--- config.mk ---
export PLATFORM = sky130hd
export DESIGN_NAME = token_lexer
export DESIGN_NICKNAME = d
export VERILOG_FILES = /design/src/hw/rtl/tl_pkg.sv /design/src/hw/rtl/token_lexer.sv
export SDC_FILE = /design/constraint.sdc
export NUM_CORES = 1
export LEC_CHECK = 0
export BUFFER_PORTS_ARGS = -buffer_cell sky130_fd_sc_hd__buf_2
export CAP_MARGIN = 30
export CORE_MARGIN = 3
export CORE_UTILIZATION = 50
export CTS_CLUSTER_DIAMETER = 50
export DETAILED_ROUTE_END_ITERATION = 10
export PLACE_DENSITY = 0.67
export SYNTH_ARGS = -nofsm -noshare
export SYNTH_HDL_FRONTEND = slang
export SYNTH_SLANG_ARGS = --single-unit
--- constraint.sdc ---
create_clock -name i_clk -period 7.7 [get_ports i_clk]
set_clock_uncertainty 0.15 [all_clocks]
set_input_delay 1.155 -clock i_clk [delete_from_list [all_inputs] [get_ports i_clk]]
set_output_delay 1.155 -clock i_clk [all_outputs]
set_load 0.01 [all_outputs]
--- src/hw/rtl/tl_pkg.sv ---
// tl_pkg: request and result types, token kinds, lexer modes and keyword table
// for the token lexer; no dependencies
package tl_pkg;

    // one source request and one token result
    typedef struct packed {
        logic       op;
        logic [7:0] char_code;
    } t_req;

    typedef struct packed {
        logic [5:0]  token_kind;
        logic [15:0] line_number;
        logic [23:0] start_offset;
        logic [15:0] lexeme_length;
        logic [7:0]  char_value;
        logic        last_of_run;
    } t_res;

    // request op codes
    localparam logic OP_CHAR = 1'b0;
    localparam logic OP_END  = 1'b1;

    typedef enum logic [3:0] {
        M_IDLE   = 4'd0,
        M_IDENT  = 4'd1,
        M_NUM    = 4'd2,
        M_EQ     = 4'd3,
        M_GT     = 4'd4,
        M_LT     = 4'd5,
        M_BANG   = 4'd6,
        M_CHOPEN = 4'd7,
        M_CHVAL  = 4'd8,
        M_STR    = 4'd9,
        M_HALT   = 4'd10
    } t_mode;

    // token kinds
    localparam logic [5:0] K_ID      = 6'd0;
    localparam logic [5:0] K_NUM     = 6'd13;
    localparam logic [5:0] K_LPAREN  = 6'd14;
    localparam logic [5:0] K_RPAREN  = 6'd15;
    localparam logic [5:0] K_LBRACE  = 6'd16;
    localparam logic [5:0] K_RBRACE  = 6'd17;
    localparam logic [5:0] K_LBRACK  = 6'd18;
    localparam logic [5:0] K_RBRACK  = 6'd19;
    localparam logic [5:0] K_EQEQ    = 6'd20;
    localparam logic [5:0] K_ASSIGN  = 6'd21;
    localparam logic [5:0] K_GE      = 6'd22;
    localparam logic [5:0] K_GT      = 6'd23;
    localparam logic [5:0] K_LE      = 6'd24;
    localparam logic [5:0] K_LT      = 6'd25;
    localparam logic [5:0] K_NE      = 6'd26;
    localparam logic [5:0] K_CHARLIT = 6'd27;
    localparam logic [5:0] K_STR     = 6'd28;
    localparam logic [5:0] K_SEMI    = 6'd29;
    localparam logic [5:0] K_COMMA   = 6'd30;
    localparam logic [5:0] K_PLUS    = 6'd31;
    localparam logic [5:0] K_MINUS   = 6'd32;
    localparam logic [5:0] K_STAR    = 6'd33;
    localparam logic [5:0] K_SLASH   = 6'd34;
    localparam logic [5:0] K_ERROR   = 6'd35;
    localparam logic [5:0] K_NOQUOTE = 6'd36;
    localparam logic [5:0] K_END     = 6'd37;
    localparam logic [5:0] K_BANG    = 6'd38;

    // keyword table, kind of keyword k is k + 1
    localparam int KW_COUNT = 12;
    localparam int KW_MAXLEN = 6;

    localparam logic [7:0] KW_TEXT [KW_COUNT][KW_MAXLEN] = '{
        '{"f", "o", "r", 8'h00, 8'h00, 8'h00},
        '{"i", "f", 8'h00, 8'h00, 8'h00, 8'h00},
        '{"w", "h", "i", "l", "e", 8'h00},
        '{"a", "n", "d", 8'h00, 8'h00, 8'h00},
        '{"o", "r", 8'h00, 8'h00, 8'h00, 8'h00},
        '{"n", "o", "t", 8'h00, 8'h00, 8'h00},
        '{"e", "l", "s", "e", 8'h00, 8'h00},
        '{"m", "a", "i", "n", 8'h00, 8'h00},
        '{"i", "n", "t", 8'h00, 8'h00, 8'h00},
        '{"c", "h", "a", "r", 8'h00, 8'h00},
        '{"i", "n", "p", "u", "t", 8'h00},
        '{"o", "u", "t", "p", "u", "t"}
    };

    localparam logic [2:0] KW_LEN [KW_COUNT] = '{
        3'd3, 3'd2, 3'd5, 3'd3, 3'd2, 3'd3, 3'd4, 3'd4, 3'd3, 3'd4, 3'd5, 3'd6
    };

endpackage

--- src/hw/rtl/token_lexer.sv ---
// token_lexer: character-at-a-time lexer, one request register, one pass of
// lexing logic and a four-entry result queue; depends on tl_pkg
//
//  channel  | valid       | stall        | payload               | per request
//  ---------+-------------+--------------+-----------------------+-------------
//  request  | i_in_valid  | o_in_stall   | i_in_req  (t_req)     | in
//  result   | o_out_valid | i_out_stall  | o_out_res (t_res)     | 0 to 2 out
//
// a new request can be taken every cycle unless stalled; a request gives at
// most two results, the queue drains one per cycle unless stalled, so runs of
// two-result requests are paced by the result port
// lexing waits while fewer than two queue entries are free, and the request
// register then holds its request and raises o_in_stall
// reset (synchronous, active low) empties both stages and puts the lexer in
// its idle mode with line 1 and offset 0; there is no clearing pass
module token_lexer
    import tl_pkg::*;
#(
    parameter int LINE_BITS = 16,
    parameter int POS_BITS  = 24,
    parameter int LEN_BITS  = 16
) (
    input  logic i_clk,
    input  logic i_rst_n,
    input  logic i_in_valid,
    output logic o_in_stall,
    input  t_req i_in_req,
    output logic o_out_valid,
    input  logic i_out_stall,
    output t_res o_out_res
);

    // request register
    logic r_in_vld;
    t_req r_in;

    // lexer state
    t_mode                 r_mode, n_mode;
    logic [LINE_BITS-1:0]  r_line, n_line;
    logic [POS_BITS-1:0]   r_pos, n_pos;
    logic [POS_BITS-1:0]   r_tstart, n_tstart;
    logic [LEN_BITS-1:0]   r_tlen, n_tlen;
    logic [KW_COUNT-1:0]   r_mask, n_mask;
    logic [7:0]            r_held, n_held;

    // result queue
    t_res       r_q [4];
    logic [1:0] r_wp, r_rp;
    logic [2:0] r_cnt;

    logic       go, in_acc, out_pop;
    logic [7:0] c;
    logic       c_alpha, c_digit;

    logic [LINE_BITS-1:0] line_inc;
    logic [POS_BITS-1:0]  pos_inc;
    logic [LEN_BITS-1:0]  len_inc;

    logic [KW_COUNT-1:0] nar_mask, nar0_mask;
    logic [5:0]          id_kind;

    // pending token of the current mode
    logic                pend;
    logic [5:0]          fl_kind;
    logic [LEN_BITS-1:0] fl_len;
    logic [7:0]          fl_cv;

    // first and second candidate result of this request
    logic                a_v, b_v, do_idle;
    logic [5:0]          a_kind, b_kind;
    logic [POS_BITS-1:0] a_start, b_start;
    logic [LEN_BITS-1:0] a_len, b_len;
    logic [7:0]          a_cv, b_cv;

    t_res       s0, s1;
    logic [1:0] n_res;

    // build one result, fitting the parameter widths to the field widths
    function automatic t_res mk_res(input logic [5:0] kind, input logic [LINE_BITS-1:0] ln,
                                    input logic [POS_BITS-1:0] st,
                                    input logic [LEN_BITS-1:0] len, input logic [7:0] cv,
                                    input logic last);
        t_res        r;
        logic [31:0] ln_w, st_w, len_w;
        ln_w  = 32'(ln);
        st_w  = 32'(st);
        len_w = 32'(len);
        r.token_kind    = kind;
        r.line_number   = ln_w[15:0];
        r.start_offset  = st_w[23:0];
        r.lexeme_length = len_w[15:0];
        r.char_value    = cv;
        r.last_of_run   = last;
        return r;
    endfunction

    // handshakes
    assign go          = r_in_vld && (r_cnt <= 3'd2);
    assign o_in_stall  = r_in_vld && !go;
    assign in_acc      = i_in_valid && !o_in_stall;
    assign o_out_valid = (r_cnt != 3'd0);
    assign out_pop     = o_out_valid && !i_out_stall;
    assign o_out_res   = r_q[r_rp];

    // character classes
    assign c       = r_in.char_code;
    assign c_alpha = (c == "_") || (c inside {["a":"z"]}) || (c inside {["A":"Z"]});
    assign c_digit = c inside {["0":"9"]};

    // saturating counters
    assign line_inc = (r_line == '1) ? r_line : r_line + 1'b1;
    assign pos_inc  = (r_pos == '1) ? r_pos : r_pos + 1'b1;
    assign len_inc  = (r_tlen == '1) ? r_tlen : r_tlen + 1'b1;

    // keyword candidates: narrowed at the current length, and for a fresh
    // identifier at place zero; kind is the first survivor of matching length
    always_comb begin
        nar_mask  = '0;
        nar0_mask = '0;
        id_kind   = K_ID;
        for (int k = 0; k < KW_COUNT; k++) begin
            nar_mask[k]  = (r_tlen < LEN_BITS'(KW_MAXLEN)) &&
                           (KW_TEXT[k][r_tlen[2:0]] == c);
            nar0_mask[k] = (KW_TEXT[k][0] == c);
        end
        for (int k = KW_COUNT - 1; k >= 0; k--) begin
            if (r_mask[k] && (LEN_BITS'(KW_LEN[k]) == r_tlen)) begin
                id_kind = 6'(k + 1);
            end
        end
    end

    // token pending in the current mode
    always_comb begin
        pend    = 1'b1;
        fl_kind = K_NOQUOTE;
        fl_len  = r_tlen;
        fl_cv   = 8'h00;
        case (r_mode)
            M_IDENT: begin
                fl_kind = id_kind;
            end
            M_NUM: begin
                fl_kind = K_NUM;
            end
            M_EQ: begin
                fl_kind = K_ASSIGN;
                fl_len  = LEN_BITS'(1);
                fl_cv   = "=";
            end
            M_GT: begin
                fl_kind = K_GT;
                fl_len  = LEN_BITS'(1);
                fl_cv   = ">";
            end
            M_LT: begin
                fl_kind = K_LT;
                fl_len  = LEN_BITS'(1);
                fl_cv   = "<";
            end
            M_BANG: begin
                fl_kind = K_BANG;
                fl_len  = LEN_BITS'(1);
                fl_cv   = "!";
            end
            M_CHOPEN, M_STR: begin
                fl_kind = K_NOQUOTE;
            end
            M_CHVAL: begin
                fl_kind = K_NOQUOTE;
                fl_cv   = r_held;
            end
            default: begin
                pend = 1'b0;
            end
        endcase
    end

    // one lexing pass: next state and up to two candidate results
    always_comb begin
        n_mode   = r_mode;
        n_line   = r_line;
        n_pos    = r_pos;
        n_tstart = r_tstart;
        n_tlen   = r_tlen;
        n_mask   = r_mask;
        n_held   = r_held;
        a_v      = 1'b0;
        a_kind   = fl_kind;
        a_start  = r_tstart;
        a_len    = fl_len;
        a_cv     = fl_cv;
        b_v      = 1'b0;
        b_kind   = K_ERROR;
        b_start  = r_pos;
        b_len    = LEN_BITS'(1);
        b_cv     = c;
        do_idle  = 1'b0;

        if (r_in.op == OP_END) begin
            // flush whatever is pending, then the end token, then full reset
            a_v      = pend;
            b_v      = 1'b1;
            b_kind   = K_END;
            b_len    = '0;
            b_cv     = 8'h00;
            n_mode   = M_IDLE;
            n_line   = LINE_BITS'(1);
            n_pos    = '0;
            n_tstart = '0;
            n_tlen   = '0;
            n_mask   = '1;
            n_held   = 8'h00;
        end else if (r_mode != M_HALT) begin
            n_pos = pos_inc;
            case (r_mode)
                M_IDENT: begin
                    if (c_alpha) begin
                        n_mask = r_mask & nar_mask;
                        n_tlen = len_inc;
                    end else begin
                        a_v     = 1'b1;
                        do_idle = 1'b1;
                    end
                end
                M_NUM: begin
                    if (c_digit) begin
                        n_tlen = len_inc;
                    end else begin
                        a_v     = 1'b1;
                        do_idle = 1'b1;
                    end
                end
                M_EQ, M_GT, M_LT, M_BANG: begin
                    if (c == "=") begin
                        // two-character operator
                        a_v    = 1'b1;
                        a_len  = LEN_BITS'(2);
                        a_cv   = 8'h00;
                        n_mode = M_IDLE;
                        case (r_mode)
                            M_EQ:    a_kind = K_EQEQ;
                            M_GT:    a_kind = K_GE;
                            M_LT:    a_kind = K_LE;
                            default: a_kind = K_NE;
                        endcase
                    end else begin
                        a_v     = 1'b1;
                        do_idle = 1'b1;
                    end
                end
                M_CHOPEN: begin
                    n_held = c;
                    n_tlen = LEN_BITS'(2);
                    n_mode = M_CHVAL;
                end
                M_CHVAL: begin
                    // closing byte is consumed whether it is a quote or not
                    n_tlen = LEN_BITS'(3);
                    a_v    = 1'b1;
                    a_kind = (c == "'") ? K_CHARLIT : K_NOQUOTE;
                    a_len  = LEN_BITS'(3);
                    a_cv   = r_held;
                    n_mode = M_IDLE;
                end
                M_STR: begin
                    n_tlen = len_inc;
                    if (c == "\"") begin
                        a_v    = 1'b1;
                        a_kind = K_STR;
                        a_len  = len_inc;
                        a_cv   = 8'h00;
                        n_mode = M_IDLE;
                    end
                end
                default: begin
                    do_idle = 1'b1;
                end
            endcase

            if (do_idle) begin
                n_mode = M_IDLE;
                if (c == " " || c == "\t") begin
                    // blank, nothing to do
                end else if (c == "\n") begin
                    n_line = line_inc;
                end else if (c_alpha) begin
                    n_mode   = M_IDENT;
                    n_tstart = r_pos;
                    n_tlen   = LEN_BITS'(1);
                    n_mask   = nar0_mask;
                end else if (c_digit) begin
                    n_mode   = M_NUM;
                    n_tstart = r_pos;
                    n_tlen   = LEN_BITS'(1);
                end else begin
                    case (c)
                        "=", ">", "<", "!", "'", "\"": begin
                            n_tstart = r_pos;
                            n_tlen   = LEN_BITS'(1);
                            case (c)
                                "=":     n_mode = M_EQ;
                                ">":     n_mode = M_GT;
                                "<":     n_mode = M_LT;
                                "!":     n_mode = M_BANG;
                                "'":     n_mode = M_CHOPEN;
                                default: n_mode = M_STR;
                            endcase
                        end
                        "(": begin b_v = 1'b1; b_kind = K_LPAREN; end
                        ")": begin b_v = 1'b1; b_kind = K_RPAREN; end
                        "{": begin b_v = 1'b1; b_kind = K_LBRACE; end
                        "}": begin b_v = 1'b1; b_kind = K_RBRACE; end
                        "[": begin b_v = 1'b1; b_kind = K_LBRACK; end
                        "]": begin b_v = 1'b1; b_kind = K_RBRACK; end
                        ";": begin b_v = 1'b1; b_kind = K_SEMI; end
                        ",": begin b_v = 1'b1; b_kind = K_COMMA; end
                        "+": begin b_v = 1'b1; b_kind = K_PLUS; end
                        "-": begin b_v = 1'b1; b_kind = K_MINUS; end
                        "*": begin b_v = 1'b1; b_kind = K_STAR; end
                        "/": begin b_v = 1'b1; b_kind = K_SLASH; end
                        default: begin
                            // unknown byte: error token, then ignore until end
                            b_v    = 1'b1;
                            b_kind = K_ERROR;
                            n_mode = M_HALT;
                        end
                    endcase
                end
            end
        end
    end

    // pack the candidates into queue slots, the last one marked
    always_comb begin
        n_res = 2'(a_v) + 2'(b_v);
        s1    = mk_res(b_kind, r_line, b_start, b_len, b_cv, 1'b1);
        if (a_v) begin
            s0 = mk_res(a_kind, r_line, a_start, a_len, a_cv, !b_v);
        end else begin
            s0 = s1;
        end
    end

    // request register
    always_ff @(posedge i_clk) begin
        if (!i_rst_n) begin
            r_in_vld <= 1'b0;
        end else if (in_acc) begin
            r_in_vld <= 1'b1;
        end else if (go) begin
            r_in_vld <= 1'b0;
        end
        if (in_acc) begin
            r_in <= i_in_req;
        end
    end

    // lexer state
    always_ff @(posedge i_clk) begin
        if (!i_rst_n) begin
            r_mode   <= M_IDLE;
            r_line   <= LINE_BITS'(1);
            r_pos    <= '0;
            r_tstart <= '0;
            r_tlen   <= '0;
            r_mask   <= '1;
            r_held   <= 8'h00;
        end else if (go) begin
            r_mode   <= n_mode;
            r_line   <= n_line;
            r_pos    <= n_pos;
            r_tstart <= n_tstart;
            r_tlen   <= n_tlen;
            r_mask   <= n_mask;
            r_held   <= n_held;
        end
    end

    // result queue pointers
    always_ff @(posedge i_clk) begin
        if (!i_rst_n) begin
            r_wp  <= '0;
            r_rp  <= '0;
            r_cnt <= '0;
        end else begin
            if (go) begin
                r_wp <= r_wp + n_res;
            end
            if (out_pop) begin
                r_rp <= r_rp + 1'b1;
            end
            r_cnt <= r_cnt + (go ? 3'(n_res) : 3'd0) - 3'(out_pop);
        end
    end

    // result queue entries
    always_ff @(posedge i_clk) begin
        if (go && (n_res != 2'd0)) begin
            r_q[r_wp] <= s0;
        end
        if (go && (n_res == 2'd2)) begin
            r_q[r_wp + 2'd1] <= s1;
        end
    end

    // queue never holds more than its four entries
    a_cnt_bound: assert property (@(posedge i_clk) disable iff (!i_rst_n)
        r_cnt <= 3'd4)
        else $error("result queue overfilled");

    // an end request leaves the lexer idle on line one at offset zero
    a_end_reset: assert property (@(posedge i_clk) disable iff (!i_rst_n)
        go && (r_in.op == OP_END) |=> (r_mode == M_IDLE) && (r_pos == '0) &&
        (r_line == LINE_BITS'(1)))
        else $error("end request did not reset the lexer");

    // once halted only an end request leaves the halt mode
    a_halt_hold: assert property (@(posedge i_clk) disable iff (!i_rst_n)
        go && (r_mode == M_HALT) && (r_in.op == OP_CHAR) |=>
        (r_mode == M_HALT) && $stable(r_pos))
        else $error("halted lexer moved on");

    // of two results only the second closes the run
    a_last_mark: assert property (@(posedge i_clk) disable iff (!i_rst_n)
        go && (n_res == 2'd2) |-> !s0.last_of_run && s1.last_of_run)
        else $error("wrong last-of-run marking");

endmodule

## Word level (Yosys, flattened, before mapping)

Memories as Yosys holds them, arrays and structs flattened. A register that Yosys moved wholly into a read port is not among the register bits.
Cells that the tools add are included.

- RAM bits: 284
- Bits of input ports: 13
- Bits in read-only memories: 768
- Output and inout port bits: 73
- Register bits after elaboration: 121
- Memories kept: 13

- Order comparisons: 9
- $add $sub $neg: 9
- Equal/unequal tests: 68
- Reduce and logical (&&, ||, !) cells: 61
- Mux-type cells: 147
- Bitwise logic cells: 2

Memory list:

| memory | words | width | rd ports | clocked after Yosys merged registers in | wr ports | RTL line | text |
|---|---|---|---|---|---|---|---|
| r_q | 4 | 71 | 1 | 1 | 2 | token_lexer.sv:47 | `t_res r_q [4];` |
| (name not given) | 8 | 8 | 1 | 0 | 0 | token_lexer.sv:123 | `(KW_TEXT[k][r_tlen[2:0]] == c);` |
| (name not given) | 8 | 8 | 1 | 0 | 0 | token_lexer.sv:123 |  |
| (name not given) | 8 | 8 | 1 | 0 | 0 | token_lexer.sv:123 |  |
| (name not given) | 8 | 8 | 1 | 0 | 0 | token_lexer.sv:123 |  |
| (name not given) | 8 | 8 | 1 | 0 | 0 | token_lexer.sv:123 |  |
| +7 memories | - | - | - | - | - | - |  |

Operators with widths:

| cell | count |
|---|---|
| 16-bit two-way mux | 22 |
| 24-bit two-way mux | 11 |
| 8-bit two-way mux | 32 |
| 6-bit two-way mux | 22 |
| 8-bit by 6-bit equality test with 1-bit output (second input constant) | 15 |
| 8-bit equality test | 12 |
| 12-bit two-way mux | 8 |
| 16-bit one-hot mux with 5 select lines | 1 |
| 7-bit by 8-bit equality test with 1-bit output (first input constant) | 9 |
| 6-bit one-hot mux with 12 select lines | 1 |
| 71-bit two-way mux | 1 |
| 3-bit by 16-bit equality test with 1-bit output (first input constant) | 3 |
| 16-bit one-hot mux with 3 select lines | 1 |
| 4-bit two-way mux | 11 |
| 8-bit by 7-bit equality test with 1-bit output (second input constant) | 5 |
| 8-bit one-hot mux with 5 select lines | 1 |
| 6-bit one-hot mux with 6 select lines | 1 |
| 1-bit logical AND | 33 |
| 16-bit by 1-bit adder with 16-bit output (second input constant) | 2 |
| 16-bit equality test (second input constant) | 2 |
| 2-bit by 16-bit equality test with 1-bit output (first input constant) | 2 |
| 24-bit by 1-bit adder with 24-bit output (second input constant) | 1 |
| 24-bit equality test (second input constant) | 1 |
| 1-bit two-way mux | 24 |
| other kinds (47) | 75 |

## Longest topological paths before layout

Gate-level depths: netlist of run 1.

- Depth in word-level cells: 20
- Gate-level depth with buffers: 19
- Gate-level depth less buffers: 16

## Worst setup path after synthesis of run 1

OpenSTA, ideal clock, no wires.

- Path kind: reg2reg
- Start point: register r_in (netlist bit c[4])
- End point: memory r_q[0][1] (netlist name), enable pin
- Period minus slack after synthesis: 6.079 ns
- Data arrival time: 5.492 ns
- Stages on the path, launching flop included: 16
- Buffers on the path: 5
- Path slack: 1.621 ns
- Path through: edfxtp_1 > or4b_1 > buf_2 > nor3_2 > a211oi_1 > a22oi_1 > or2_1 > buf_4 > inv_4 > buf_2 > ha_1 > clkbuf_1 > nor4_1 > nor2_1 > inv_1 > clkbuf_1

RTL lines:

| element | RTL line | text |
|---|---|---|
| start, declared | token_lexer.sv:35 | `t_req r_in;` |
| start signal, assigned | token_lexer.sv:355 | `r_in <= i_in_req;` |
| end, declared | token_lexer.sv:47 |  |

==> metrics.txt, run 1 <==
status=completed; Detailed Routing Iterations Pass 1=6; Worst Setup SP=c[4]$_DFFE_PP_; initial antenna violation count=0; clock tree sinks=just over 400; reg2reg start=c[4]$_DFFE_PP_; DPL Wire Length=39350 um; RSZ-0062 raised after global routing=no; clk_lat worst skew=roughly 570 ps; Post-synth EDFFs=229; Yosys reg bits=approximately 400; number of diodes=0; crit path cell chain=buf_4 > or4b_1 > nor3_2 > a211oi_1 > a22oi_1 > or2_1 > inv_4 > ha_1 > nor2_1 > nand2_1 > nor2_4 > a22o_1; critical path capture point type=flop; kind of critical path=reg2reg; via count=around 17000; WL/cell=approximately 23 um; Final Max Slew Viols=0; remaining global-route overflow=0; Max clock buf depth=3; Synth top area share=0.3228; Final ANT Viol Nets=0; number of global-route vias before repair=16480; Min-Delay Path Class=reg2reg; Reg clk slew, reported paths=roughly 60 ps; core area=~41000 um^2; Synth cell types=92; Final Core Density=0.5691; Cells after Synth=just over 2000; pwr/cell area=~250 nW/um^2; largest net degree at the start of global routing=70; fin nets=2072; fill count=around 3600; Avg Cell Area, Syn=around 10 um^2; Flop pwr share=0.430; asr flop ratio synth=0; leak pwr=between 0.008 and 0.009 uW; Chip Width=212.4 um; Worst Path Arrival=~6300 ps; first-pass GRT wire length=94700 um; synthesized area=~21000 um^2; Port Buf Inserts=85; CTS root buffer=clkbuf_16; Clock H-tree levels=2; Logic pwr share=0.205; Die Ht=between 200 and 250 um; Synth area leaders=edfxtp_1 (32%), dfxtp_1 (17%), mux4_2 (7.5%); hold path startpoint=r_q[2][21]$_SDFFE_PP0P_; # IOs=86; Rel. slew slack=0.3077; placed cell count=between 2000 and 3000; GRT Overall Usage=0.2674; yosys warns=0; TNS Setup=0 ps; post-CTS sizing=0; crit-path max cell delay=950 ps; CP Max Fanout=34; switching pwr=~1700 uW; Pint=between 4000 and 5000 uW; Routed WL=~60000 um; Synth Net Count=between 2000 and 2500; synth cell count leaders=edfxtp_1 (229), dfxtp_1 (178), nand2_1 (172); Hold WS=295.9 ps; main flop type after synthesis=edfxtp_1; drt drc=0; P&R area growth vs syn=10.81%; clock power share=0.366; critical path's slowest cell=nor2_4; DR iter-0 viols=2058; Fin. Hold Viols=0; Initial Utilization=0.5136; endpoints failing setup=0; fmax=about 0.17 GHz; CTS tree=yes; post-route insts no fill=2607; slew of the pin with the lowest slew margin=1025 ps; mean number of vias per cell=~6.5; row count=between 70 and 80; Post-CTS Setup Repair Bufs=0; fin crit share=0.7833; share of layout cells above drive strength 1=0.1605; post-layout minimum cycle time=approximately 6000 ps; VDD IR max=0.1528 mV; Critical Path Start Type=flop; cts hold-fix bufs=0; GPL Wtd Cong=about 0.96; CTS buffer count=between 40 and 50; cell taking the most area after synthesis=edfxtp_1; max-cap check violation count=0; register area share after synthesis=0.4900; die area=~45000 um^2; Crit path required time=between 7000 and 8000 ps; most frequent cell after synthesis=edfxtp_1; Net Sw Frac=0.2939
power by group through the flow:
stage	Sequential, uW	Combinational (uW)	Clock, uW
after CTS	2540	1210	2200
after detailed placement	2590	1210	0
final	2540	1210	2160
after global placement	2580	1200	0
after global routing	2560	1310	2280
after floorplan	2490	874	0
final cells by class:
class	instances	area, um^2	area share
tap	532	665.6	0.02820
multi-input combinational	1421	10050	0.4259
clock buffer	66	1343	0.05687
clock inverter	20	171.4	0.007261
timing repair buffer	129	803.3	0.03403
inverter	32	122.6	0.005194
sequential	407	10450	0.4425
metal layers:
layer | vias up | share of wire | GRT usage
li1 | 7776 | - | -
met1 | 8380 | 0.43 | 0.3754
met2 | 780 | 0.46 | 0.4246
met3 | 114 | 0.079 | 0.04899
met4 | 0 | 0.030 | 0.08396
met5 | - | 0 | 0
state kept, by name (all words and copies together) (netlist names), 2 cells and up, named ones only:
signal / flops
r_line: 16
r_q: 284
r_mode: 4
r_wp: 2
r_cnt: 3
r_rp: 2
r_mask: 12
a_start: 24
c: 8
r_held: 8
r_tlen: 16
b_start: 24
kinds of logic after synthesis:
group                      after synthesis  share of synthesized area
AOI/OAI and AO/OA                      612                     0.1987
buffers and inverters                  207                    0.03906
DFF                                    407                     0.4900
adders and majority gates               22                    0.01327
and+or+nand+nor                        644                     0.1533
xor gates and xnor gates                60                    0.02467
muxes                                   83                    0.08093
worst max-delay path, delay by kind of cell (launching register included):
kind            cells  cell delay, ps
flops               1             350
simple gates        6            3740
buf+inv             2             500
fa+ha+maj           1             370
compound gates      3             730
per-stage QoR:
stage | setup WS, ps | power (uW) | cell area [um^2]
2_1_floorplan | 1621 | 3369 | 21300
3_3_place_gp | 1959 | 3778 | 22030
3_5_place_dp | 1845 | 3796 | 22030
4_1_cts | 1805 | 5951 | 23550
5_1_grt | 1425 | 6146 | 23610
6_report | 1668 | 5908 | 23610
worst paths after layout:
kind / cells past startpoint / slack, ps / endpoint
hold reg to reg: 2 / 300 / r_q[2][21]$_SDFFE_PP0P_
setup / recovery: 12 / 1670 / r_q[0][38]$_DFFE_PP_
hold / removal: 2 / 300 / r_q[2][21]$_SDFFE_PP0P_
setup reg to reg: 12 / 1670 / r_q[0][38]$_DFFE_PP_
cell usage in the layout (no fill, tap or decap), drive strengths merged, types with 64 or more instances in the layout:
cell    synthesis  routed
mux4           71      71
clkbuf        127      66
and2           64      64
nor2          146     146
a22o          129     129
a21oi         117     117
edfxtp        229     229
nand2         172     172
buf            48     128
o21ai         113     113
dfxtp         178     178
Note: power is estimated with default switching activity, not from simulation.
==> run 2, diff against run 1 <==
clock period = 6 ns   (was 7.7 ns; I/O delays follow)
==> run 2 against run 1 <==
Net effect: design area up 0.78%; final cell count up 0.50%; maximum frequency up 22%; sequential power up 29%; setup slack worse by 610 ps; die area unchanged; register-to-register slack worse by 610 ps; routed wire length up 3.3%.
==> metrics.txt, run 2 (same netlist as run 1, synthesis figures left out) <==
status=completed; max-cap check violation count=0; Initial Utilization=0.5136; Rel. slew slack=0.3032; TNS Setup=0 ps; CTS buffer count=between 40 and 50; R2R Setup Slk=about 1100 ps; Fin. Hold Viols=0; first-pass GRT wire length=about 97000 um; most flop-heavy register=r_q; endpoints failing setup=0; kind of critical path=reg2reg; leak pwr=~0.008 uW; Worst Path Arrival=5110 ps; GPL Wtd Cong=between 0.9 and 1; critical path capture point type=flop; most frequent cells in the layout=edfxtp_1 (229), dfxtp_1 (176), nand2_1 (172), nor2_1 (142), a22o_1 (129); Chip Width=between 200 and 250 um; core area=roughly 41000 um^2; initial antenna violation count=0; slew of the pin with the lowest slew margin=~1000 ps; Logic pwr share=0.202; hold endpoint=r_q[3][18]$_SDFFE_PP0P_; Die Ht=approximately 210 um; Flop pwr share=0.423; Reg clk slew, reported paths=60 ps; max reg flops=roughly 280; Pint=5473 uW; CTS tree=yes; clk_lat worst skew=580 ps; pwr/cell area=~320 nW/um^2; fill count=around 3500; cts hold-fix bufs=0; Critical Path Start Type=flop; most common cell after layout, fill and taps aside=edfxtp_1; Clock H-tree levels=2; WL/cell=between 20 and 25 um; CTS root buffer=clkbuf_16; fin nets=2085; post-CTS sizing=0; reg2reg start=c[2]$_DFFE_PP_; largest net degree at the start of global routing=50; number of diodes=0; mean number of vias per cell=6.569; post-layout minimum cycle time=4938 ps; # IOs=between 80 and 90; Detailed Routing Iterations Pass 1=6; hold path startpoint=r_q[3][18]$_SDFFE_PP0P_; Final Max Slew Viols=0; CP Max Fanout=27; VDD IR max=0.2095 mV; Port Buf Inserts=between 80 and 90; DPL Wire Length=between 40000 and 50000 um; Net Sw Frac=0.2922; clock tree sinks=slightly above 400; fin crit share=0.8230; GRT Overall Usage=0.2751; row count=74; Crit path required time=a little over 6000 ps; remaining global-route overflow=0; Hold WS=just under 300 ps; Post-CTS Setup Repair Bufs=0; P&R area growth vs syn=11.68%; Max clock buf depth=3; Final ANT Viol Nets=0; die area=about 45000 um^2; DR iter-0 viols=about 2000; Min-Delay Path Class=reg2reg; fmax=0.2025 GHz; RSZ-0062 raised after global routing=no; number of global-route vias before repair=roughly 17000; switching pwr=approximately 2300 uW; via count=between 15000 and 20000; clock power share=0.375; Worst Hold Depth=2; share of layout cells above drive strength 1=0.1638; Reg2Reg Depth=14; FF-to-FF End=r_q[2][63]$_DFFE_PP_; drt drc=0; Routed WL=62400 um
[run 2: critical path, stage by stage, from the launching register on]
cell and delay (ps):
edfxtp_1 700, o21ai_0 420, nand2_1 170, a221oi_2 740, a22oi_1 180, or2_1 340, inv_4 240, ha_1 350
nor3_1 100, buf_4 190, nor2_1 100, buf_4 260, inv_2 280, buf_12 260, and2_1 170
[run 2: metrics by stage]
stage	cells	instance area (um^2)	utilization	total power [uW]	setup WS, ps
detailed placement	2532	22210	0.5355	4903	1132
global placement	2531	22200	0.5353	4885	1276
CTS	2619	23780	0.5733	7794	1108
floorplan	2035	21310	-	4322	71.52
finish	2620	23790	0.5736	7732	1062
global route	2620	23790	0.5736	8041	729.8
[run 2: cell type report]
type,instances,area [um^2],area share
well taps,532,665.6,0.02798
flip-flops and latches,407,10450,0.4391
multi-input cells,1421,10060,0.4229
inverters,32,122.6,0.005154
clock buffers,62,1272,0.05348
repair buffers,141,925.9,0.03891
clock inverters,25,296.5,0.01246
[run 2: worst max path at each step]
stage | startpoint | endpoint | slack, ps | cells past startpoint
after global routing | c[2]$_DFFE_PP_ | r_q[2][59]$_DFFE_PP_ | 730 | 14
after global placement | c[7]$_DFFE_PP_ | r_q[0][34]$_DFFE_PP_ | 1280 | 13
after floorplan | c[4]$_DFFE_PP_ | r_q[1][1]$_DFFE_PP_ | 70 | 15
final | c[2]$_DFFE_PP_ | r_q[2][63]$_DFFE_PP_ | 1060 | 14
after CTS | c[2]$_DFFE_PP_ | r_q[2][62]$_DFFE_PP_ | 1110 | 14
after detailed placement | c[2]$_DFFE_PP_ | r_q[2][54]$_DFFE_PP_ | 1130 | 14
[run 2: routing by layer]
| metal | vias up | GRT usage | share of wire |
|---|---|---|---|
| met2 | 825 | 0.4283 | 0.46 |
| met5 | - | 0 | 0 |
| met4 | 0 | 0.09199 | 0.030 |
| li1 | 7795 | - | - |
| met3 | 153 | 0.06522 | 0.096 |
| met1 | 8437 | 0.3813 | 0.42 |
[run 2: power by group through the flow]
stage | Sequential [uW] | Clock, uW | Combinational [uW]
after floorplan | 3200 | 0 | 1120
after global placement | 3330 | 0 | 1550
after detailed placement | 3340 | 0 | 1560
after CTS | 3280 | 2940 | 1570
after global routing | 3300 | 3060 | 1680
final | 3270 | 2900 | 1560
